$ cat src/sv/rpwu_pkg.sv
// Shared types and constants for the RPROP weight update engine.
// Holds the channel payload structs, configuration codes and the
// controller/datapath command and status bundles. No dependencies.
package rpwu_pkg;

  localparam int NUM_WEIGHTS_DEF = 1024;
  localparam int INDEX_W         = 10;
  localparam int DATA_W          = 32;
  localparam int GAIN_W          = 16;
  localparam int GAIN_FRAC       = 14;
  localparam int CFG_INDEX_W     = 2;

  localparam logic [DATA_W-1:0] STEP_INIT = 32'd32768;

  localparam logic [GAIN_W-1:0] GAIN_UP_RST   = 16'd19661;
  localparam logic [GAIN_W-1:0] GAIN_DOWN_RST = 16'd8192;
  localparam logic [DATA_W-1:0] STEP_MIN_RST  = 32'd13;
  localparam logic [DATA_W-1:0] STEP_MAX_RST  = 32'd3276800;

  typedef enum logic {
    CMD_LOAD   = 1'b0,
    CMD_UPDATE = 1'b1
  } op_t;

  typedef enum logic [CFG_INDEX_W-1:0] {
    CFG_GAIN_UP   = 2'd0,
    CFG_GAIN_DOWN = 2'd1,
    CFG_STEP_MIN  = 2'd2,
    CFG_STEP_MAX  = 2'd3
  } cfg_reg_t;

  typedef struct packed {
    op_t                      command;
    logic [INDEX_W-1:0]       weight_index;
    logic signed [DATA_W-1:0] value;
  } req_t;

  typedef struct packed {
    logic [INDEX_W-1:0]       index_out;
    logic signed [DATA_W-1:0] weight_out;
    logic [DATA_W-1:0]        step_out;
  } rsp_t;

  // Commands from the sequencer to the datapath
  typedef struct packed {
    logic capture;
    logic reduce;
    logic addr_load;
    logic mem_read;
    logic mul;
    logic update;
    logic commit;
    logic clear;
  } dp_cmd_t;

  // Status from the datapath to the sequencer
  typedef struct packed {
    logic clear_last;
  } dp_status_t;

endpackage

$ cat src/sv/rpwu_ctrl.sv
// Sequencer for the RPROP weight update engine.
// Steps one transaction through the datapath and owns the response valid bit.
// Depends on rpwu_pkg.
module rpwu_ctrl (
  input  logic                clk,
  input  logic                rst,
  input  logic                req_valid,
  output logic                req_ready,
  output logic                rsp_valid,
  input  logic                rsp_ready,
  output rpwu_pkg::dp_cmd_t   cmd,
  input  rpwu_pkg::dp_status_t status
);

  typedef enum logic [7:0] {
    S_CLEAR  = 8'b0000_0001,
    S_IDLE   = 8'b0000_0010,
    S_REDUCE = 8'b0000_0100,
    S_ADDR   = 8'b0000_1000,
    S_READ   = 8'b0001_0000,
    S_MUL    = 8'b0010_0000,
    S_UPDATE = 8'b0100_0000,
    S_WRITE  = 8'b1000_0000
  } state_t;

  state_t state;
  state_t state_next;
  logic   rsp_valid_next;
  logic   rsp_free;

  assign rsp_free  = !rsp_valid || rsp_ready;
  assign req_ready = (state == S_IDLE);

  always_comb begin
    state_next     = state;
    cmd            = '0;
    rsp_valid_next = rsp_valid && !rsp_ready;
    unique case (state)
      S_CLEAR: begin
        cmd.clear = 1'b1;
        if (status.clear_last) begin
          state_next = S_IDLE;
        end
      end
      S_IDLE: begin
        if (req_valid) begin
          cmd.capture = 1'b1;
          state_next  = S_REDUCE;
        end
      end
      S_REDUCE: begin
        cmd.reduce = 1'b1;
        state_next = S_ADDR;
      end
      S_ADDR: begin
        cmd.addr_load = 1'b1;
        state_next    = S_READ;
      end
      S_READ: begin
        cmd.mem_read = 1'b1;
        state_next   = S_MUL;
      end
      S_MUL: begin
        cmd.mul    = 1'b1;
        state_next = S_UPDATE;
      end
      S_UPDATE: begin
        cmd.update = 1'b1;
        state_next = S_WRITE;
      end
      S_WRITE: begin
        // hold until the response register is free
        if (rsp_free) begin
          cmd.commit     = 1'b1;
          rsp_valid_next = 1'b1;
          state_next     = S_IDLE;
        end
      end
      default: begin
        state_next = S_CLEAR;
      end
    endcase
  end

  always_ff @(posedge clk) begin
    if (rst) begin
      state     <= S_CLEAR;
      rsp_valid <= 1'b0;
    end else begin
      state     <= state_next;
      rsp_valid <= rsp_valid_next;
    end
  end

endmodule

$ cat config.mk
export PLATFORM = sky130hd
export DESIGN_NAME = rpwu_ctrl
export DESIGN_NICKNAME = d
export VERILOG_FILES = /design/src/sv/rpwu_pkg.sv /design/src/sv/rpwu_ctrl.sv
export SDC_FILE = /design/constraint.sdc
export NUM_CORES = 1
export LEC_CHECK = 0
export BUFFER_PORTS_ARGS = -buffer_cell sky130_fd_sc_hd__buf_2
export CAP_MARGIN = 20
export CORE_AREA = 2 2 39 41
export DETAILED_ROUTE_END_ITERATION = 8
export DIE_AREA = 0 0 41 43
export GPL_ROUTABILITY_DRIVEN = 0
export PLACE_DENSITY_LB_ADDON = 0.25
export SYNTH_ARGS = -nofsm -noshare
export SYNTH_HDL_FRONTEND = slang
export SYNTH_SLANG_ARGS = --single-unit
$ cat constraint.sdc
create_clock -name clk -period 4.25 [get_ports clk]
set_input_delay 0.85 -clock clk [delete_from_list [all_inputs] [get_ports clk]]
set_output_delay 0.85 -clock clk [all_outputs]
set_load 0.1 [all_outputs]
==> Implementation_results.wiki, run 1 <==
{| class="wikitable"
! Metric !! Value
|-
| Result of the run || finished, final reports clean
|-
| Count of cells resized by post-cts repair || 0
|-
| Number of antenna diodes || 0
|-
| Largest net degree at the start of global routing || 7
|-
| Mapped Avg Cell Area || ~9.1 um2
|-
| Total CTS buffers || 3
|-
| DRC violation count after routing || 0
|-
| CTS Root Buffer Type || sky130_fd_sc_hd__clkbuf_4
|-
| Multiplexer area fraction after synthesis || 0%
|-
| Core Rows || 14
|-
| Synthesized instance count || 57
|-
| Post-placement cell count || between 80 and 90
|-
| Wire length after detailed routing || between 1000 and 1500 um
|-
| Worst-path fanout max || 5
|-
| Final nets || 80
|-
| Clock tree skew after final layout || about 0.47 ps
|-
| Top-level I/O count || 15
|-
| Critical path required time || between 3000 and 4000 ps
|-
| Hold bufs inserted after CTS || 0
|-
| Synthesized Nets || 62
|-
| Sinks on the clock net || 9
|-
| Number of unique standard cell types used by synthesis || 26
|-
| Launch instance of the worst min-delay path || rsp_valid$_SDFF_PP0_
|-
| Placed inst area || between 600 and 700 um2
|-
| Count of non-filler cells in the finished layout || 90
|-
| Layout Cell Area excl Fill || around 630 um2
|-
| Area Overhead vs Synth || 21.0%
|-
| Worst-path cell chain || nor4_4, nand4b_1, inv_1, and2_1, buf_2
|-
| Number of vias per cell after detailed routing || between 5 and 6
|-
| Worst hold-check path type || reg -> reg
|-
| Wire length of the first global-routing pass || 1750 um
|-
| Sequential fraction of the synthesis area || around a third
|-
| Clock transition at path regs || 60 ps
|-
| Initial core utilization || 37.5%
|-
| Synth warn || 0
|-
| Bufs and invs on worst path || 2
|-
| Total negative setup slack || 0 ps
|-
| Cells taking the most area after synthesis || sky130_fd_sc_hd__dfxtp_1 35%, sky130_fd_sc_hd__nor4_4 8.2%, sky130_fd_sc_hd__nand4b_1 6.7%
|-
| Largest delay contributor family on the critical path || simple AND/OR/NAND/NOR gates
|-
| Slew at the pin with the worst max-slew slack || 486 ps
|-
| Via count of the first global-routing pass || a little over 400
|-
| Post-detailed-route wirelength per cell || about 12 um
|-
| Overall routing resource usage || between 10% and 20%
|-
| Nature of the critical path startpoint || register
|-
| Class of the most critical setup path || reg -> out
|-
| Fraction of the mapped netlist area in simple logic gates || around half
|-
| Maximum count of clock buffers along a single path || 2
|-
| IR drop worst, VDD || roughly 0.32 mV
|-
| Predominant post-synthesis flop cell || sky130_fd_sc_hd__dfxtp_1
|-
| Largest family of logic cells by synthesized area || simple AND/OR/NAND/NOR gates
|-
| Number of routed nets with antenna violations || 0
|-
| Biggest area consumer among synthesized cells || sky130_fd_sc_hd__dfxtp_1
|-
| DP Wirelength || about 850 um
|-
| Fraction of registers with async set or reset after synthesis || 0%
|-
| Worst reg2reg path startpoint || state[4]$_SDFFE_PP0P_
|-
| Worst skew pair latency || 270 ps
|-
| Placement-stage worst setup slack || 1710 ps
|-
| Synthesized-area fraction occupied by ao, oa, aoi and oai cells || around a tenth
|-
| Fmax || 355 MHz
|-
| Post-synth EDFFs || 0
|-
| Data arrival time of the worst path || between 1500 and 2000 ps
|-
| Total power consumption of the routed design || 0.000398 W
|-
| Number of endpoints failing setup at the final stage || 0
|-
| Power per unit of standard cell area || between 600 and 700 nW/um2
|-
| Post-synthesis cell area || 519 um2
|-
| Share of the clock period used by the worst path after layout || between 60% and 70%
|-
| Cell type of the slowest stage on the worst timing path || sky130_fd_sc_hd__nor4_4
|-
| Violation count after the first detailed-route iteration || 7
|-
| Origin of the worst setup path || state[4]$_SDFFE_PP0P_
|-
| Setup repair after global routing missed its margin || no
|-
| Time the final worst path needs with I/O delays and setup || 2820 ps
|-
| Leakage dissipation || 0.309 nW
|-
| Max capacitance violation total || 0
|-
| Final Slew Violations || 0
|-
| Placeable core region || 1380 um2
|-
| Proportion of layout cells with a drive suffix above 1 || between 30% and 40%
|-
| Input/output buffers || 14
|-
| Capturing element type of the critical path || output port
|-
| Fillers || roughly 150
|-
| Vertical extent of the die || between 40 and 50 um
|-
| Final number of hold-violating endpoints || 0
|-
| Floorplan die width || just over 40 um
|-
| Number of setup buffers added after CTS || 0
|-
| Number of storage elements in the synthesis netlist || 9
|-
| List of most frequent post-synthesis cells || 9 x sky130_fd_sc_hd__dfxtp_1, 9 x sky130_fd_sc_hd__nor2_1, 5 x sky130_fd_sc_hd__inv_1
|-
| Share of the synthesized area in the top cell type || a little over a third
|-
| Grt total ovfl || 0
|-
| CTS H-Tree Depth || 1
|-
| PnR worst setup slack || around 1400 ps
|-
| Fraction of synthesized cell area in xor and xnor cells || about 1.7%
|-
| Initial antenna violation count || 0
|-
| Max stage delay on crit path || roughly 420 ps
|-
| CTS tree || done
|-
| DR pass1 iterations || 4
|-
| Synth Area in Adders || 0%
|-
| Die outline area || 1760 um2
|-
| Via count || between 400 and 500
|-
| Worst max-slew margin expressed relative to the limit || between 60% and 70%
|}
[per-stage QoR]
step / hold WS (ps) / util [%]
after floorplan: 545 / -
after global placement: 529 / 43.5
after detailed placement: 531 / 43.5
after CTS: 540 / 45.4
after global routing: 600 / 45.4
final: 535 / 45.4
[per-layer routing]
| layer | share of wire, % | GRT usage, % | up-vias |
|---|---|---|---|
| li1 | - | - | 240 |
| met2 | 45 | 19.7 | 15 |
| met4 | 2.1 | 10.0 | 0 |
| met5 | 0 | 0 | - |
| met1 | 47 | 21.2 | 226 |
| met3 | 5.7 | 4.71 | 4 |
[path summary, 6_finish.rpt]
path,endpoint,slack [ps],depth (start not counted)
hold / removal,rsp_valid$_SDFF_PP0_,540,2
setup reg to reg,state[7]$_SDFFE_PP0P_,2740,4
hold reg to reg,rsp_valid$_SDFF_PP0_,540,2
setup / recovery,cmd[7],1430,5
[flip-flops by register name, summed over array words and instances, names as in the netlist]
| name | flops |
|---|---|
| rsp_valid | 1 |
| state | 8 |
[power breakdown]
part | internal, W | switching (W)
combinational | 0.0000584 | 0.000150
sequential | 0.0000978 | 0.0000225
clock | 0.0000364 | 0.0000329
[logic make-up after synthesis]
family | after synthesis
simple gates | 34
flops | 9
xor+xnor | 1
buf+inv | 6
compound gates | 7
[placed cells by master (no fill, tap or decap), types with 2 or more instances in the layout]
cell | synthesis | routed
sky130_fd_sc_hd__buf_2 | 0 | 14
sky130_fd_sc_hd__nor2_1 | 9 | 9
sky130_fd_sc_hd__dfxtp_1 | 9 | 9
sky130_fd_sc_hd__inv_1 | 5 | 5
sky130_fd_sc_hd__nand4b_1 | 4 | 4
sky130_fd_sc_hd__nand2_1 | 3 | 3
sky130_fd_sc_hd__clkbuf_4 | 0 | 3
sky130_fd_sc_hd__nor4_4 | 2 | 2
sky130_fd_sc_hd__nor3b_2 | 2 | 2
sky130_fd_sc_hd__a21oi_1 | 2 | 2
sky130_fd_sc_hd__nor3b_1 | 2 | 2
sky130_fd_sc_hd__o211ai_1 | 2 | 2
sky130_fd_sc_hd__and3_1 | 2 | 2
[worst reg2reg max path: cells and delay by family, from the launching register on]
family	cells	cell delay, ps
DFF	1	380
and+or+nand+nor	4	1020
[area by class of cell]
class,instances,area [um2],share of cell area (%)
Tap cell,16,20.0,3.19
Clock buffer,4,26.3,4.18
Timing Repair Buffer,14,70.1,11.2
Inverter,5,18.8,2.99
Sequential cell,9,180,28.7
Multi-Input combinational cell,42,313,49.8
Note: power is estimated with default switching activity, not from simulation.
==> inputs of run 2 (changes only) <==
- clock period: 4.25 -> 2.3 ns (I/O delays scaled with it)
==> Implementation_results.wiki, run 2 (same netlist as run 1, synthesis figures left out) <==
{| class="wikitable"
! Metric !! Value
|-
| Result of the run || finished, final reports clean
|-
| Fillers || approximately 130
|-
| Share of total power in combinational logic || between 50% and 60%
|-
| Wire length after detailed routing || about 1200 um
|-
| Critical path required time || between 1500 and 2000 ps
|-
| Initial antenna violation count || 0
|-
| IR drop worst, VDD || a little under 0.5 mV
|-
| Class of the most critical setup path || reg -> out
|-
| Slew at the pin with the worst max-slew slack || around 480 ps
|-
| Power per unit of standard cell area || 1060 nW/um2
|-
| Share of the clock period used by the worst path after layout || around 97%
|-
| Largest net degree at the start of global routing || 7
|-
| Post-detailed-route wirelength per cell || between 10 and 15 um
|-
| Final Slew Violations || 0
|-
| Clock network fraction of total power || between 10% and 20%
|-
| Input/output buffers || 14
|-
| Top routing layer in use || met4
|-
| Registers with the most flip-flops || state x8, rsp_valid x1
|-
| Layout Cell Area excl Fill || roughly 750 um2
|-
| DRC violation count after routing || 0
|-
| Post-route worst hold slack || approximately 400 ps
|-
| Cell type of the slowest stage on the worst timing path || sky130_fd_sc_hd__nor4_4
|-
| Die outline area || 1760 um2
|-
| Number of routed nets with antenna violations || 0
|-
| DR pass1 iterations || 5
|-
| Capturing element type of the critical path || output port
|-
| Max stage delay on crit path || between 300 and 400 ps
|-
| DP Wirelength || a little over 900 um
|-
| Setup repair after global routing missed its margin || yes
|-
| Clock tree skew after final layout || about 0.48 ps
|-
| Bufs and invs on worst path || 2
|-
| Total CTS buffers || 3
|-
| Most frequent cells in the layout || 9 x sky130_fd_sc_hd__nor2_1, 9 x sky130_fd_sc_hd__buf_2, 7 x sky130_fd_sc_hd__dfxtp_1, 5 x sky130_fd_sc_hd__buf_12
|-
| Worst skew pair latency || about 260 ps
|-
| CTS Root Buffer Type || sky130_fd_sc_hd__clkbuf_4
|-
| Grt total ovfl || 0
|-
| Vertical extent of the die || around 43 um
|-
| Worst hold-check path type || in -> reg
|-
| Core Rows || 14
|-
| Proportion of layout cells with a drive suffix above 1 || around two fifths
|-
| Overall routing resource usage || between 15 and 20%
|-
| Sinks on the clock net || 9
|-
| Switching power share of the total || about half
|-
| Wire length of the first global-routing pass || slightly below 2000 um
|-
| Routed length on met1 || slightly above 500 um
|-
| Time the final worst path needs with I/O delays and setup || around 2200 ps
|-
| Detailed-routed wire length on met2 || between 500 and 600 um
|-
| Final nets || 84
|-
| Net switching component of the power || roughly 0.0004 W
|-
| Nature of the critical path startpoint || register
|-
| Clock transition at path regs || ~60 ps
|-
| Final number of hold-violating endpoints || 0
|-
| Worst-path fanout max || 5
|-
| Maximum count of clock buffers along a single path || 2
|-
| Floorplan die width || between 40 and 50 um
|-
| Data arrival time of the worst path || between 1500 and 2000 ps
|-
| Initial core utilization || 37.5%
|-
| Number of vias per cell after detailed routing || about 5.4
|-
| Placed inst area || between 600 and 700 um2
|-
| Max capacitance violation total || 0
|-
| Met3 WL || roughly 71 um
|-
| Reg with most FFs || state
|-
| Violation count after the first detailed-route iteration || 15
|-
| Seq pwr share || 28.4%
|-
| Internal power consumption || ~0.00040 W
|-
| Leakage dissipation || 0.330 nW
|-
| CTS tree || done
|-
| CTS H-Tree Depth || 1
|-
| Hold bufs inserted after CTS || 0
|-
| Worst max-slew margin expressed relative to the limit || 67.9%
|-
| Fmax || between 400 and 500 MHz
|-
| Top-level I/O count || 15
|-
| Largest delay contributor family on the critical path || simple AND/OR/NAND/NOR gates
|-
| Number of endpoints failing setup at the final stage || 0
|-
| Number of antenna diodes || 0
|-
| Via count || just over 500
|-
| Via count of the first global-routing pass || 483
|-
| Area Overhead vs Synth || 44.3%
|-
| Flip-flop count of the largest register after layout || 8
|-
| Placeable core region || about 1400 um2
|-
| Worst-path cell chain || nor4_4, nand4b_1, clkinvlp_4, and2_2, buf_12
|}
==> run 2: cell count changes in the layout (fill, tap and decap cells not counted) <==
cell / previous run / this run
sky130_fd_sc_hd__and2_1: 1 / 0
sky130_fd_sc_hd__and2_2: 0 / 1
sky130_fd_sc_hd__buf_12: 0 / 5
sky130_fd_sc_hd__buf_2: 14 / 9
sky130_fd_sc_hd__buf_4: 0 / 4
sky130_fd_sc_hd__clkinvlp_4: 0 / 1
sky130_fd_sc_hd__dfxtp_1: 9 / 7
sky130_fd_sc_hd__dfxtp_2: 0 / 2
sky130_fd_sc_hd__inv_1: 5 / 4
sky130_fd_sc_hd__nand2_1: 3 / 2
sky130_fd_sc_hd__nand2_2: 0 / 1
sky130_fd_sc_hd__nor3b_2: 2 / 1
sky130_fd_sc_hd__nor3b_4: 0 / 1
==> run 2: worst reg2reg max path, delay by kind of cell (launching register included) <==
kind,cells,cell delay (ps)
buffers and inverters,1,210
DFF,1,360
and+or+nand+nor,4,960
==> run 2: cell type report <==
cell class | count | area [um2] | area share (%)
Clock buffer | 4 | 26.3 | 3.51
Sequential cell | 9 | 183 | 24.4
Tap cell | 16 | 20.0 | 2.67
Multi-Input combinational cell | 42 | 323 | 43.1
Timing Repair Buffer | 18 | 175 | 23.4
Inverter | 5 | 22.5 | 3.01
==> run 2: repair_timing <==
action | 4_1_cts | 5_1_grt
endpoints found under the setup margin | 0 | 3
buffers inserted | 0 | 3
gates resized for setup | 0 | 4
==> run 2: layer usage <==
metal | vias up | global-route usage, %
met5 | - | 0
met4 | 0 | 14.0
met3 | 5 | 5.76
met2 | 16 | 23.1
met1 | 241 | 20.7
li1 | 247 | -
==> run 2: worst paths after layout <==
kind                              start               endpoint  slack (ps)  cells after the start
setup reg to reg  state[7]$_SDFFE_PP0P_  state[7]$_SDFFE_PP0P_         670                      5
setup / recovery  state[7]$_SDFFE_PP0P_                 cmd[7]          60                      5
hold reg to reg    rsp_valid$_SDFF_PP0_   rsp_valid$_SDFF_PP0_         550                      2
hold / removal                      rst   rsp_valid$_SDFF_PP0_         390                      2
==> run 2: through the flow <==
step	setup TNS, ps	setup WS (ps)	util, %	std cells	power (W)
after global placement	0	349	49.8	87	0.000641
final	0	57.8	54.2	94	0.000794
after CTS	0	12.8	51.7	91	0.000766
after detailed placement	0	303	49.8	87	0.000645
after global routing	-29.9	-29.9	54.2	94	0.000834
after floorplan	-913	-274	-	57	0.000551
==> run 2: power by group through the flow <==
stage	registers (W)	logic, W	clock network [W]
finish	0.000226	0.000446	0.000122
global route	0.000232	0.000464	0.000138
CTS	0.000224	0.000417	0.000125
detailed placement	0.000228	0.000417	0
global placement	0.000231	0.000410	0
floorplan	0.000226	0.000325	0
